File: src/hdl/pca_pkg.sv
package pca_pkg;

  // Field widths
  localparam int unsigned FUNC_W  = 2;
  localparam int unsigned PIN_W   = 8;
  localparam int unsigned VALUE_W = 16;
  localparam int unsigned CHAN_W  = 5;
  localparam int unsigned KIND_W  = 2;
  localparam int unsigned MASK_W  = 16;

  // Defaults
  localparam int unsigned      DEF_CHANNELS  = 16;
  localparam logic [MASK_W-1:0] RESERVED_RST = 16'h0303;

  // Pin codes: 255 marks a free owner entry, 254 and up never own a channel
  localparam logic [PIN_W-1:0] FREE_PIN    = 8'd255;
  localparam logic [PIN_W-1:0] NO_OWN_PIN  = 8'd254;

  // Duty thresholds
  localparam logic [VALUE_W-1:0] DUTY_OFF  = 16'd0;
  localparam logic [VALUE_W-1:0] DUTY_FULL = 16'd255;
  localparam logic [VALUE_W-1:0] DUTY_MID  = 16'd127;

  // Operation codes
  localparam logic [FUNC_W-1:0] FUNC_DUTY       = 2'd0;
  localparam logic [FUNC_W-1:0] FUNC_TONE_START = 2'd1;
  localparam logic [FUNC_W-1:0] FUNC_TONE_STOP  = 2'd2;

  // Write kinds
  localparam logic [KIND_W-1:0] KIND_NONE = 2'd0;
  localparam logic [KIND_W-1:0] KIND_DUTY = 2'd1;
  localparam logic [KIND_W-1:0] KIND_TONE = 2'd2;

  typedef struct packed {
    logic [CHAN_W-1:0]  channel;
    logic               drive_digital;
    logic               digital_level;
    logic               do_setup;
    logic               do_attach;
    logic               do_detach;
    logic [KIND_W-1:0]  write_kind;
    logic [VALUE_W-1:0] write_value;
  } pca_result_t;

endpackage

File: src/hdl/pca_if.sv
interface pca_req_if;
  logic                         valid;
  logic                         ready;
  logic [pca_pkg::FUNC_W-1:0]   func;
  logic [pca_pkg::PIN_W-1:0]    pin;
  logic [pca_pkg::VALUE_W-1:0]  value;

  modport source (output valid, func, pin, value, input ready);
  modport sink   (input valid, func, pin, value, output ready);
endinterface

interface pca_res_if;
  logic                         valid;
  logic                         ready;
  logic [pca_pkg::CHAN_W-1:0]   channel;
  logic                         drive_digital;
  logic                         digital_level;
  logic                         do_setup;
  logic                         do_attach;
  logic                         do_detach;
  logic [pca_pkg::KIND_W-1:0]   write_kind;
  logic [pca_pkg::VALUE_W-1:0]  write_value;

  modport source (output valid, channel, drive_digital, digital_level, do_setup,
                  do_attach, do_detach, write_kind, write_value, input ready);
  modport sink   (input valid, channel, drive_digital, digital_level, do_setup,
                  do_attach, do_detach, write_kind, write_value, output ready);
endinterface

interface pca_cfg_if;
  logic                         valid;
  logic                         ready;
  logic [pca_pkg::MASK_W-1:0]   data;

  modport source (output valid, data, input ready);
  modport sink   (input valid, data, output ready);
endinterface

File: src/hdl/pca_owner_tbl.sv
// Owner table: one pin per channel in a memory with registered read.
// Entries never written read as the free code.
module pca_owner_tbl #(
  parameter int unsigned CHANNELS = pca_pkg::DEF_CHANNELS,
  parameter int unsigned IW       = 4
) (
  input  logic                       clk,
  input  logic                       rst_n,
  input  logic [IW-1:0]              rd_addr,
  output logic [pca_pkg::PIN_W-1:0]  rd_owner,
  input  logic                       wr_en,
  input  logic [IW-1:0]              wr_addr,
  input  logic [pca_pkg::PIN_W-1:0]  wr_pin
);
  import pca_pkg::*;

  logic [PIN_W-1:0]    mem [CHANNELS];
  logic [CHANNELS-1:0] vld_r;
  logic [PIN_W-1:0]    rd_data_r;
  logic                rd_vld_r;

  // Write port
  always_ff @(posedge clk) begin
    if (wr_en) begin
      mem[wr_addr] <= wr_pin;
    end
  end

  // Mark written entries
  always_ff @(posedge clk) begin
    if (!rst_n) begin
      vld_r <= '0;
    end else if (wr_en) begin
      vld_r[wr_addr] <= 1'b1;
    end
  end

  // Registered read
  always_ff @(posedge clk) begin
    rd_data_r <= mem[rd_addr];
    rd_vld_r  <= vld_r[rd_addr];
  end

  assign rd_owner = rd_vld_r ? rd_data_r : FREE_PIN;

endmodule

File: src/hdl/pwm_channel_allocator.sv
// Channel   | Dir | Handshake       | Payload
// in_req    | in  | valid / ready   | func, pin, value
// out_res   | out | valid / ready   | channel, drive/attach flags, write_kind, write_value
// cfg_wr    | in  | valid / ready   | data -> reserved_mask
//
// A request scans the owner table: one entry is read and compared per cycle, then
// the FIN state settles the result. A pin found early ends the scan sooner; a
// request that skips the scan goes from IDLE straight to FIN.
// Reset (rst_n low at a clock edge) frees all owners, clears active flags
// and loads the reserved mask with 0x0303. No clearing pass is needed.
// A result waits in the output register; a new request is taken meanwhile,
// and a finished request holds only if the previous result is still unread.
module pwm_channel_allocator #(
  parameter int unsigned CHANNELS = pca_pkg::DEF_CHANNELS
) (
  input  logic          clk,
  input  logic          rst_n,
  pca_req_if.sink       in_req,
  pca_res_if.source     out_res,
  pca_cfg_if.sink       cfg_wr
);
  import pca_pkg::*;

  localparam int unsigned IW = (CHANNELS > 1) ? $clog2(CHANNELS) : 1;
  localparam int unsigned CW = $clog2(CHANNELS + 1);
  localparam logic [CW-1:0] CH_NONE = CW'(CHANNELS);
  localparam logic [CW-1:0] CH_LAST = CW'(CHANNELS - 1);

  localparam logic [1:0] ST_IDLE = 2'd0;
  localparam logic [1:0] ST_SCAN = 2'd1;
  localparam logic [1:0] ST_FIN  = 2'd2;

  logic [1:0]          state_r, state_nxt;
  logic [MASK_W-1:0]   mask_r;
  logic [FUNC_W-1:0]   func_r;
  logic [PIN_W-1:0]    pin_r;
  logic [VALUE_W-1:0]  value_r;
  logic [CW-1:0]       addr_r, addr_nxt;
  logic                rdv_r, rdv_nxt;
  logic [IW-1:0]       cmp_r, cmp_nxt;
  logic                ff_r, ff_nxt;
  logic [IW-1:0]       free_r, free_nxt;
  logic [CW-1:0]       ch_r, ch_nxt;
  logic                chok_r, chok_nxt;
  logic                claim_r, claim_nxt;
  logic [CHANNELS-1:0] act_r;
  logic [PIN_W-1:0]    owner;
  logic [MASK_W-1:0]   rsv_sh;
  logic                rsv;
  logic                take;
  logic                ld_en;
  logic                act_cur, act_new;
  logic [IW-1:0]       ch_idx;
  pca_result_t         res_nxt, res_r;
  logic                out_vld_r;

  // Reserved-mask register
  assign cfg_wr.ready = 1'b1;
  always_ff @(posedge clk) begin
    if (!rst_n) begin
      mask_r <= RESERVED_RST;
    end else if (cfg_wr.valid) begin
      mask_r <= cfg_wr.data;
    end
  end

  assign in_req.ready = (state_r == ST_IDLE);
  assign take         = in_req.valid && in_req.ready;
  assign ch_idx       = ch_r[IW-1:0];

  pca_owner_tbl #(.CHANNELS(CHANNELS), .IW(IW)) u_tbl (
    .clk      (clk),
    .rst_n    (rst_n),
    .rd_addr  (addr_r[IW-1:0]),
    .rd_owner (owner),
    .wr_en    (ld_en && claim_r),
    .wr_addr  (ch_idx),
    .wr_pin   (pin_r)
  );

  // Channels at 16 and above shift out of the mask and are never reserved
  assign rsv_sh = mask_r >> cmp_r;
  assign rsv    = rsv_sh[0];

  // Sequencer: start, scan one entry per cycle, settle
  always_comb begin
    state_nxt = state_r;
    addr_nxt  = addr_r;
    rdv_nxt   = 1'b0;
    cmp_nxt   = cmp_r;
    ff_nxt    = ff_r;
    free_nxt  = free_r;
    ch_nxt    = ch_r;
    chok_nxt  = chok_r;
    claim_nxt = claim_r;
    case (state_r)
      ST_IDLE: begin
        if (take) begin
          addr_nxt  = '0;
          ff_nxt    = 1'b0;
          ch_nxt    = CH_NONE;
          chok_nxt  = 1'b0;
          claim_nxt = 1'b0;
          if (in_req.func inside {FUNC_DUTY, FUNC_TONE_START, FUNC_TONE_STOP}
              && in_req.pin < NO_OWN_PIN) begin
            state_nxt = ST_SCAN;
          end else begin
            state_nxt = ST_FIN;
          end
        end
      end
      ST_SCAN: begin
        // issue the next read
        if (addr_r < CH_NONE) begin
          rdv_nxt  = 1'b1;
          cmp_nxt  = addr_r[IW-1:0];
          addr_nxt = addr_r + CW'(1);
        end
        // compare the entry read last cycle
        if (rdv_r) begin
          if (owner == pin_r) begin
            ch_nxt    = CW'(cmp_r);
            chok_nxt  = 1'b1;
            rdv_nxt   = 1'b0;
            state_nxt = ST_FIN;
          end else begin
            if (owner == FREE_PIN && !rsv && !ff_r) begin
              ff_nxt   = 1'b1;
              free_nxt = cmp_r;
            end
            if (CW'(cmp_r) == CH_LAST) begin
              ch_nxt    = ff_nxt ? CW'(free_nxt) : CH_NONE;
              chok_nxt  = ff_nxt;
              claim_nxt = ff_nxt;
              rdv_nxt   = 1'b0;
              state_nxt = ST_FIN;
            end
          end
        end
      end
      ST_FIN: begin
        if (ld_en) begin
          state_nxt = ST_IDLE;
        end
      end
      default: state_nxt = ST_IDLE;
    endcase
  end

  always_ff @(posedge clk) begin
    if (!rst_n) begin
      state_r <= ST_IDLE;
      rdv_r   <= 1'b0;
      claim_r <= 1'b0;
    end else begin
      state_r <= state_nxt;
      rdv_r   <= rdv_nxt;
      claim_r <= claim_nxt;
    end
  end

  // Hold request and scan bookkeeping
  always_ff @(posedge clk) begin
    if (take) begin
      func_r  <= in_req.func;
      pin_r   <= in_req.pin;
      value_r <= in_req.value;
    end
    addr_r <= addr_nxt;
    cmp_r  <= cmp_nxt;
    ff_r   <= ff_nxt;
    free_r <= free_nxt;
    ch_r   <= ch_nxt;
    chok_r <= chok_nxt;
  end

  // Decide the driver actions
  assign act_cur = chok_r && act_r[ch_idx];
  always_comb begin
    res_nxt         = '0;
    res_nxt.channel = CHAN_W'(ch_r);
    act_new         = act_cur;
    if (!chok_r) begin
      if (func_r == FUNC_DUTY) begin
        res_nxt.drive_digital = 1'b1;
        res_nxt.digital_level = (value_r > DUTY_MID);
      end
    end else begin
      case (func_r)
        FUNC_DUTY: begin
          if (value_r == DUTY_OFF || value_r == DUTY_FULL) begin
            res_nxt.drive_digital = 1'b1;
            res_nxt.digital_level = (value_r == DUTY_FULL);
            res_nxt.do_detach     = act_cur;
            act_new               = 1'b0;
          end else begin
            res_nxt.write_kind  = KIND_DUTY;
            res_nxt.write_value = value_r;
            res_nxt.do_setup    = !act_cur;
            res_nxt.do_attach   = !act_cur;
            act_new             = 1'b1;
          end
        end
        FUNC_TONE_START: begin
          res_nxt.write_kind  = KIND_TONE;
          res_nxt.write_value = value_r;
          res_nxt.do_setup    = !act_cur;
          res_nxt.do_attach   = !act_cur;
          act_new             = 1'b1;
        end
        FUNC_TONE_STOP: begin
          res_nxt.write_kind = KIND_TONE;
          res_nxt.do_setup   = !act_cur;
          res_nxt.do_attach  = !act_cur;
          res_nxt.do_detach  = act_cur;
          act_new            = !act_cur;
        end
        default: begin
          res_nxt.channel = CHAN_W'(CH_NONE);
        end
      endcase
    end
  end

  // Load the output register once the previous result is taken
  assign ld_en = (state_r == ST_FIN) && (!out_vld_r || out_res.ready);

  always_ff @(posedge clk) begin
    if (!rst_n) begin
      act_r     <= '0;
      out_vld_r <= 1'b0;
    end else begin
      if (ld_en && chok_r) begin
        act_r[ch_idx] <= act_new;
      end
      if (ld_en) begin
        out_vld_r <= 1'b1;
      end else if (out_res.ready) begin
        out_vld_r <= 1'b0;
      end
    end
  end

  always_ff @(posedge clk) begin
    if (ld_en) begin
      res_r <= res_nxt;
    end
  end

  assign out_res.valid         = out_vld_r;
  assign out_res.channel       = res_r.channel;
  assign out_res.drive_digital = res_r.drive_digital;
  assign out_res.digital_level = res_r.digital_level;
  assign out_res.do_setup      = res_r.do_setup;
  assign out_res.do_attach     = res_r.do_attach;
  assign out_res.do_detach     = res_r.do_detach;
  assign out_res.write_kind    = res_r.write_kind;
  assign out_res.write_value   = res_r.write_value;

  // A taken request blocks the input for at least the next cycle
  a_busy_after_take: assert property (@(posedge clk) disable iff (!rst_n)
    take |=> !in_req.ready)
    else $error("request taken while busy");

  // An attach leaves the channel active
  a_attach_sets_active: assert property (@(posedge clk) disable iff (!rst_n)
    (ld_en && chok_r && res_nxt.do_attach) |=> act_r[$past(ch_idx)])
    else $error("attached channel not active");

  // Attach and detach never come together
  a_attach_xor_detach: assert property (@(posedge clk) disable iff (!rst_n)
    out_vld_r |-> !(res_r.do_attach && res_r.do_detach))
    else $error("attach and detach in one result");

  // A digital level never comes with a channel write
  a_digital_no_write: assert property (@(posedge clk) disable iff (!rst_n)
    out_vld_r |-> !(res_r.drive_digital && res_r.write_kind != KIND_NONE))
    else $error("digital drive with channel write");

  // A claim only ever takes a real channel
  a_claim_in_range: assert property (@(posedge clk) disable iff (!rst_n)
    (ld_en && claim_r) |-> (chok_r && ch_r < CH_NONE))
    else $error("claim outside channel range");

endmodule
File: src/flat_wrapper.sv
// flat-port wrapper written by rule: the top's interface ports become plain ports
module pwm_channel_allocator_flat import pca_pkg::*;
#(
  parameter int unsigned CHANNELS = pca_pkg::DEF_CHANNELS
)
  (clk, rst_n, in_req_valid, in_req_func, in_req_pin, in_req_value, in_req_ready, out_res_valid, out_res_channel, out_res_drive_digital, out_res_digital_level, out_res_do_setup, out_res_do_attach, out_res_do_detach, out_res_write_kind, out_res_write_value, out_res_ready, cfg_wr_valid, cfg_wr_data, cfg_wr_ready);
  pca_req_if in_req_i ();
  pca_res_if out_res_i ();
  pca_cfg_if cfg_wr_i ();
  input  logic clk;
  input  logic rst_n;
  input wire logic [$bits(in_req_i.valid)-1:0] in_req_valid;
  input wire logic [$bits(in_req_i.func)-1:0] in_req_func;
  input wire logic [$bits(in_req_i.pin)-1:0] in_req_pin;
  input wire logic [$bits(in_req_i.value)-1:0] in_req_value;
  output wire logic [$bits(in_req_i.ready)-1:0] in_req_ready;
  output wire logic [$bits(out_res_i.valid)-1:0] out_res_valid;
  output wire logic [$bits(out_res_i.channel)-1:0] out_res_channel;
  output wire logic [$bits(out_res_i.drive_digital)-1:0] out_res_drive_digital;
  output wire logic [$bits(out_res_i.digital_level)-1:0] out_res_digital_level;
  output wire logic [$bits(out_res_i.do_setup)-1:0] out_res_do_setup;
  output wire logic [$bits(out_res_i.do_attach)-1:0] out_res_do_attach;
  output wire logic [$bits(out_res_i.do_detach)-1:0] out_res_do_detach;
  output wire logic [$bits(out_res_i.write_kind)-1:0] out_res_write_kind;
  output wire logic [$bits(out_res_i.write_value)-1:0] out_res_write_value;
  input wire logic [$bits(out_res_i.ready)-1:0] out_res_ready;
  input wire logic [$bits(cfg_wr_i.valid)-1:0] cfg_wr_valid;
  input wire logic [$bits(cfg_wr_i.data)-1:0] cfg_wr_data;
  output wire logic [$bits(cfg_wr_i.ready)-1:0] cfg_wr_ready;
  assign in_req_i.valid = in_req_valid;
  assign in_req_i.func = in_req_func;
  assign in_req_i.pin = in_req_pin;
  assign in_req_i.value = in_req_value;
  assign in_req_ready = in_req_i.ready;
  assign out_res_valid = out_res_i.valid;
  assign out_res_channel = out_res_i.channel;
  assign out_res_drive_digital = out_res_i.drive_digital;
  assign out_res_digital_level = out_res_i.digital_level;
  assign out_res_do_setup = out_res_i.do_setup;
  assign out_res_do_attach = out_res_i.do_attach;
  assign out_res_do_detach = out_res_i.do_detach;
  assign out_res_write_kind = out_res_i.write_kind;
  assign out_res_write_value = out_res_i.write_value;
  assign out_res_i.ready = out_res_ready;
  assign cfg_wr_i.valid = cfg_wr_valid;
  assign cfg_wr_i.data = cfg_wr_data;
  assign cfg_wr_ready = cfg_wr_i.ready;
  pwm_channel_allocator #(.CHANNELS(CHANNELS)) u_core (.clk(clk), .rst_n(rst_n), .in_req(in_req_i), .out_res(out_res_i), .cfg_wr(cfg_wr_i));
endmodule
File: config.mk
export PLATFORM = sky130hd
export DESIGN_NAME = pwm_channel_allocator_flat
export DESIGN_NICKNAME = d
export VERILOG_FILES = /design/src/hdl/pca_pkg.sv /design/src/hdl/pca_if.sv /design/src/hdl/pca_owner_tbl.sv /design/src/hdl/pwm_channel_allocator.sv /design/src/flat_wrapper.sv
export SDC_FILE = /design/constraint.sdc
export NUM_CORES = 1
export LEC_CHECK = 0
export BUFFER_PORTS_ARGS = -buffer_cell sky130_fd_sc_hd__buf_2
export CORE_ASPECT_RATIO = 0.8
export CORE_MARGIN = 1
export CORE_UTILIZATION = 60
export CTS_CLUSTER_DIAMETER = 50
export DETAILED_ROUTE_END_ITERATION = 10
export GPL_TIMING_DRIVEN = 0
export PLACE_DENSITY = 0.8
export SLEW_MARGIN = 10
export SYNTH_ARGS = -nofsm -noshare
export SYNTH_HDL_FRONTEND = slang
export SYNTH_SLANG_ARGS = --single-unit
File: constraint.sdc
create_clock -name clk -period 3.55 [get_ports clk]
set_input_delay 0.5325 -clock clk [delete_from_list [all_inputs] [get_ports clk]]
set_output_delay 0.5325 -clock clk [all_outputs]
set_load 0.005 [all_outputs]
==> results.md <==
## Synthesis
• 704 — number of nets produced by synthesis
• sky130_fd_sc_hd__edfxtp_1 — most numerous cell in the Yosys netlist
• sky130_fd_sc_hd__edfxtp_1 — cell taking the most area after synthesis
• 0.6908 — portion of the post-synthesis area used by sequential elements
• 57 — library cells used by synthesis
• 201 — number of synthesized flops with an enable pin
• 0 — fraction of registers with async set or reset after synthesis
• 652 — gate count after technology mapping
• sky130_fd_sc_hd__edfxtp_1 — most frequently used flop master after synthesis
• sky130_fd_sc_hd__edfxtp_1, sky130_fd_sc_hd__nor2_1, sky130_fd_sc_hd__dfxtp_1 — most instantiated cells after synthesis
• 16.16 µm² — post-synthesis area per instance
• 0 — warnings from Yosys
• sky130_fd_sc_hd__edfxtp_1, sky130_fd_sc_hd__dfxtp_1, sky130_fd_sc_hd__mux4_2 — Area contributors post-synth
• 263 — synthesis-stage register bit count
• 0.5730 — area share of the largest cell type after synthesis
• 10530 µm² — Netlist Area Pre-Place

## Clocking
• 25 — CTS buffer count
• done — clock tree from TritonCTS
• 0 — number of cells upsized or downsized after cts
• 1 — depth of the CTS H-tree
• 263 — CTS sink count
• 60 ps — Clock Pin Slew Worst Setup and Hold Paths
• 3 — buffer levels on the longest clock path
• 540 ps — clock latency on the worst-skew pair
• 0 — buffer count from post-CTS setup fixing
• sky130_fd_sc_hd__clkbuf_16 — root buffer selected by CTS
• 0 — hold buffer count at CTS

## Worst setup path
• register — Critical Path Source Type
• 7 — count of cells along the worst register-to-register path
• 890 ps — slowest cell delay on critical path
• 2 — sum of buffers and inverters on the critical path
• flip-flops — family of cells with the greatest summed delay on the critical path
• 3750 ps — data required time at the worst endpoint
• sky130_fd_sc_hd__edfxtp_1 — master of the slowest instance on the critical path
• u_core.ch_r[2] — reg-to-reg critical path endpoint
• register — Critical Path End Type
• xor2_1, or4_1, a32o_1, a221oi_2, buf_6, a311oi_1, inv_1 — cell chain of the critical path
• 20 — largest fanout of any net on the critical path
• 3340 ps — worst endpoint data arrival time
• u_core.pin_r[7] — R2R Path Start
• reg -> reg — Setup CP Type
• 410 ps — register-to-register setup slack

## Hold path
• in -> reg — Worst Hold Class
• in_req_value[14] — min-delay src
• u_core.value_r[14] — endpoint with the worst hold slack
• 1 — Cells on Worst Hold Path

## Floorplan
• 42 — number of placement rows
• 16870 µm² — area of the core
• 78 — IO Pins
• 150.1 µm — die width
• 120.5 µm — die span in y
• 0.6245 — starting utilization of the core area
• 18090 µm² — die outline area

## STA
• 0 — max-slew violation count
• 0.8844 — Final period util
• 0.2926 — Max-slew headroom
• 3140 ps — Period minus WS final
• false — RSZ-0062 raised after global routing
• 0 — number of endpoints with negative hold slack in the final report
• 180.1 ps — Hold WS
• 318.5 MHz — highest clock frequency the design can meet
• 20.19 ps — maximum clock skew at final layout
• 0 — final setup violation count
• 1060 ps — Slew @ Worst Pin

## Detailed routing
• 708 — Detailed Route Iter0 Violations
• 22.26 µm — routed len/inst
• 0 — DRC violations left
• 0 — Antenna Nets Post-Route
• 6249 — Via Count
• 22130 µm — total routed wirelength
• 5 — drt pass-1 iters
• 6.287 — mean number of vias per cell

## Outcome
• completed — result of the run

## Placed design
• 11210 µm² — Area after DPL
• 14840 µm — final HPWL from detailed placement
• 948 — Cell Count Post-Placement
• 0.8869 — Final Wtd Congestion
• 75 — total of buffers placed on input and output ports

## Pwr
• 4.161 nW — LEAKAGE
• 622.8 nW/µm² — areal power density over the cells
• 0.4490 mV — worst IR drop on VDD

## Finish
• 1009 — final-layout fill cell count
• 994 — count of non-filler cells in the finished layout
• 807 — Final Net Count
• 14.63% — Area Overhead vs Synth
• 0.2558 — share of final-layout standard cells stronger than drive strength 1
• 12080 µm² — post-route standard cell area excluding fillers
• 0.7158 — final design utilization
• 0 — diode insertion count for antenna repair

## Global routing
• 34250 µm — first-pass GRT wire length
• 0.2595 — total global routing track utilization
• 0 — number of antenna violations at the first check in global routing
• 6238 — vias in the first global route
• 0 — residual overflow from global routing
• 28 — largest net degree at the start of global routing

## Flow run
• 0 — maximum capacitance violations

metrics by stage:
| stage | power (mW) | setup TNS (ps) | setup slack, ps |
|---|---|---|---|
| after detailed placement | 4.804 | 0 | 538.6 |
| after CTS | 7.534 | 0 | 485.2 |
| after global placement | 4.749 | -69580 | -542.7 |
| final | 7.521 | 0 | 410.5 |
| after floorplan | 4.447 | 0 | 333.4 |
| after global routing | 7.747 | 0 | 336.9 |
state kept, by name (all words and copies together), names as in the netlist, 4 cells and up:
| name | cells |
|---|---|
| u_core.act_r | 16 |
| u_core.ch_r | 5 |
| u_core.mask_r | 16 |
| u_core.pin_r | 8 |
| u_core.value_r | 16 |
| u_core.u_tbl.vld_r | 16 |
| u_core.out_res.write_value | 16 |
| u_core.u_tbl.mem | 128 |
| u_core.out_res.channel | 5 |
| u_core.u_tbl.rd_data_r | 8 |
| u_core.cmp_r | 4 |
| u_core.addr_r | 5 |
| u_core.free_r | 4 |
cell usage in the layout, fill, tap and decap left out, drive strengths merged, types with 7 or more instances in the layout:
cell / synthesis / layout
edfxtp: 201 / 201
buf: 12 / 88
nor2: 64 / 64
dfxtp: 62 / 62
mux4: 53 / 53
clkbuf: 20 / 49
nand2: 30 / 30
and2: 25 / 25
mux2i: 20 / 20
o21a: 18 / 18
a21oi: 18 / 18
o21ai: 11 / 11
nand2b: 10 / 10
nand3: 9 / 9
nor2b: 9 / 9
a211oi: 9 / 9
clkinv: 0 / 9
nor3b: 8 / 8
inv: 6 / 8
nand4: 7 / 7
metal layers:
metal,vias up,track usage,part of all wire
met4,0,0.09091,0.033
met3,55,0.04340,0.083
li1,2731,-,-
met2,319,0.4120,0.48
met1,3144,0.3677,0.41
met5,-,0,0
worst reg2reg max path, delay by kind of cell (launching register included):
kind | cells | cell delay (ps)
and+or+nand+nor | 1 | 430
xor gates and xnor gates | 1 | 170
DFF | 1 | 890
AOI/OAI and AO/OA | 3 | 850
buffers and inverters | 2 | 480
power breakdown:
group | internal, mW | total [mW] | leakage [nW] | switching [mW]
logic | 0.469 | 1.02 | 1.39 | 0.555
clock network | 1.62 | 2.76 | 0.421 | 1.14
registers | 3.55 | 3.74 | 2.35 | 0.191
final cells by class:
cell class | count | area [µm²] | share of cell area
repair buffers | 76 | 402.9 | 0.03336
inverters | 6 | 22.52 | 0.001865
clock buffers | 29 | 650.6 | 0.05388
flip-flops and latches | 263 | 7277 | 0.6026
plain buffers | 32 | 156.4 | 0.01295
well taps | 220 | 275.3 | 0.02280
multi-input cells | 351 | 3080 | 0.2551
clock inverters | 17 | 210.2 | 0.01741
kinds of logic after synthesis:
group                    after synthesis  share of synthesized area
buffers and inverters                 38                    0.01698
XOR/XNOR                               7                   0.005820
flip-flops                           263                     0.6908
other                                  1                  0.0003560
AO/OA/AOI/OAI                         79                    0.05547
AND/OR/NAND/NOR                      181                    0.08623
adder cells (fa/ha/maj)                5                   0.005939
multiplexers                          78                     0.1384
worst max-delay path by stage:
stage / from / to / cells after the start
floorplan: out_res_ready / u_core.u_tbl.mem[13][0] / 5
global placement: out_res_ready / u_core.u_tbl.mem[5][5] / 6
detailed placement: u_core.pin_r[7] / u_core.ch_r[3] / 7
CTS: u_core.pin_r[7] / u_core.ch_r[2] / 7
global route: u_core.pin_r[7] / u_core.ch_r[2] / 7
finish: u_core.pin_r[7] / u_core.ch_r[2] / 7
Note: power is estimated with default switching activity, not from simulation.
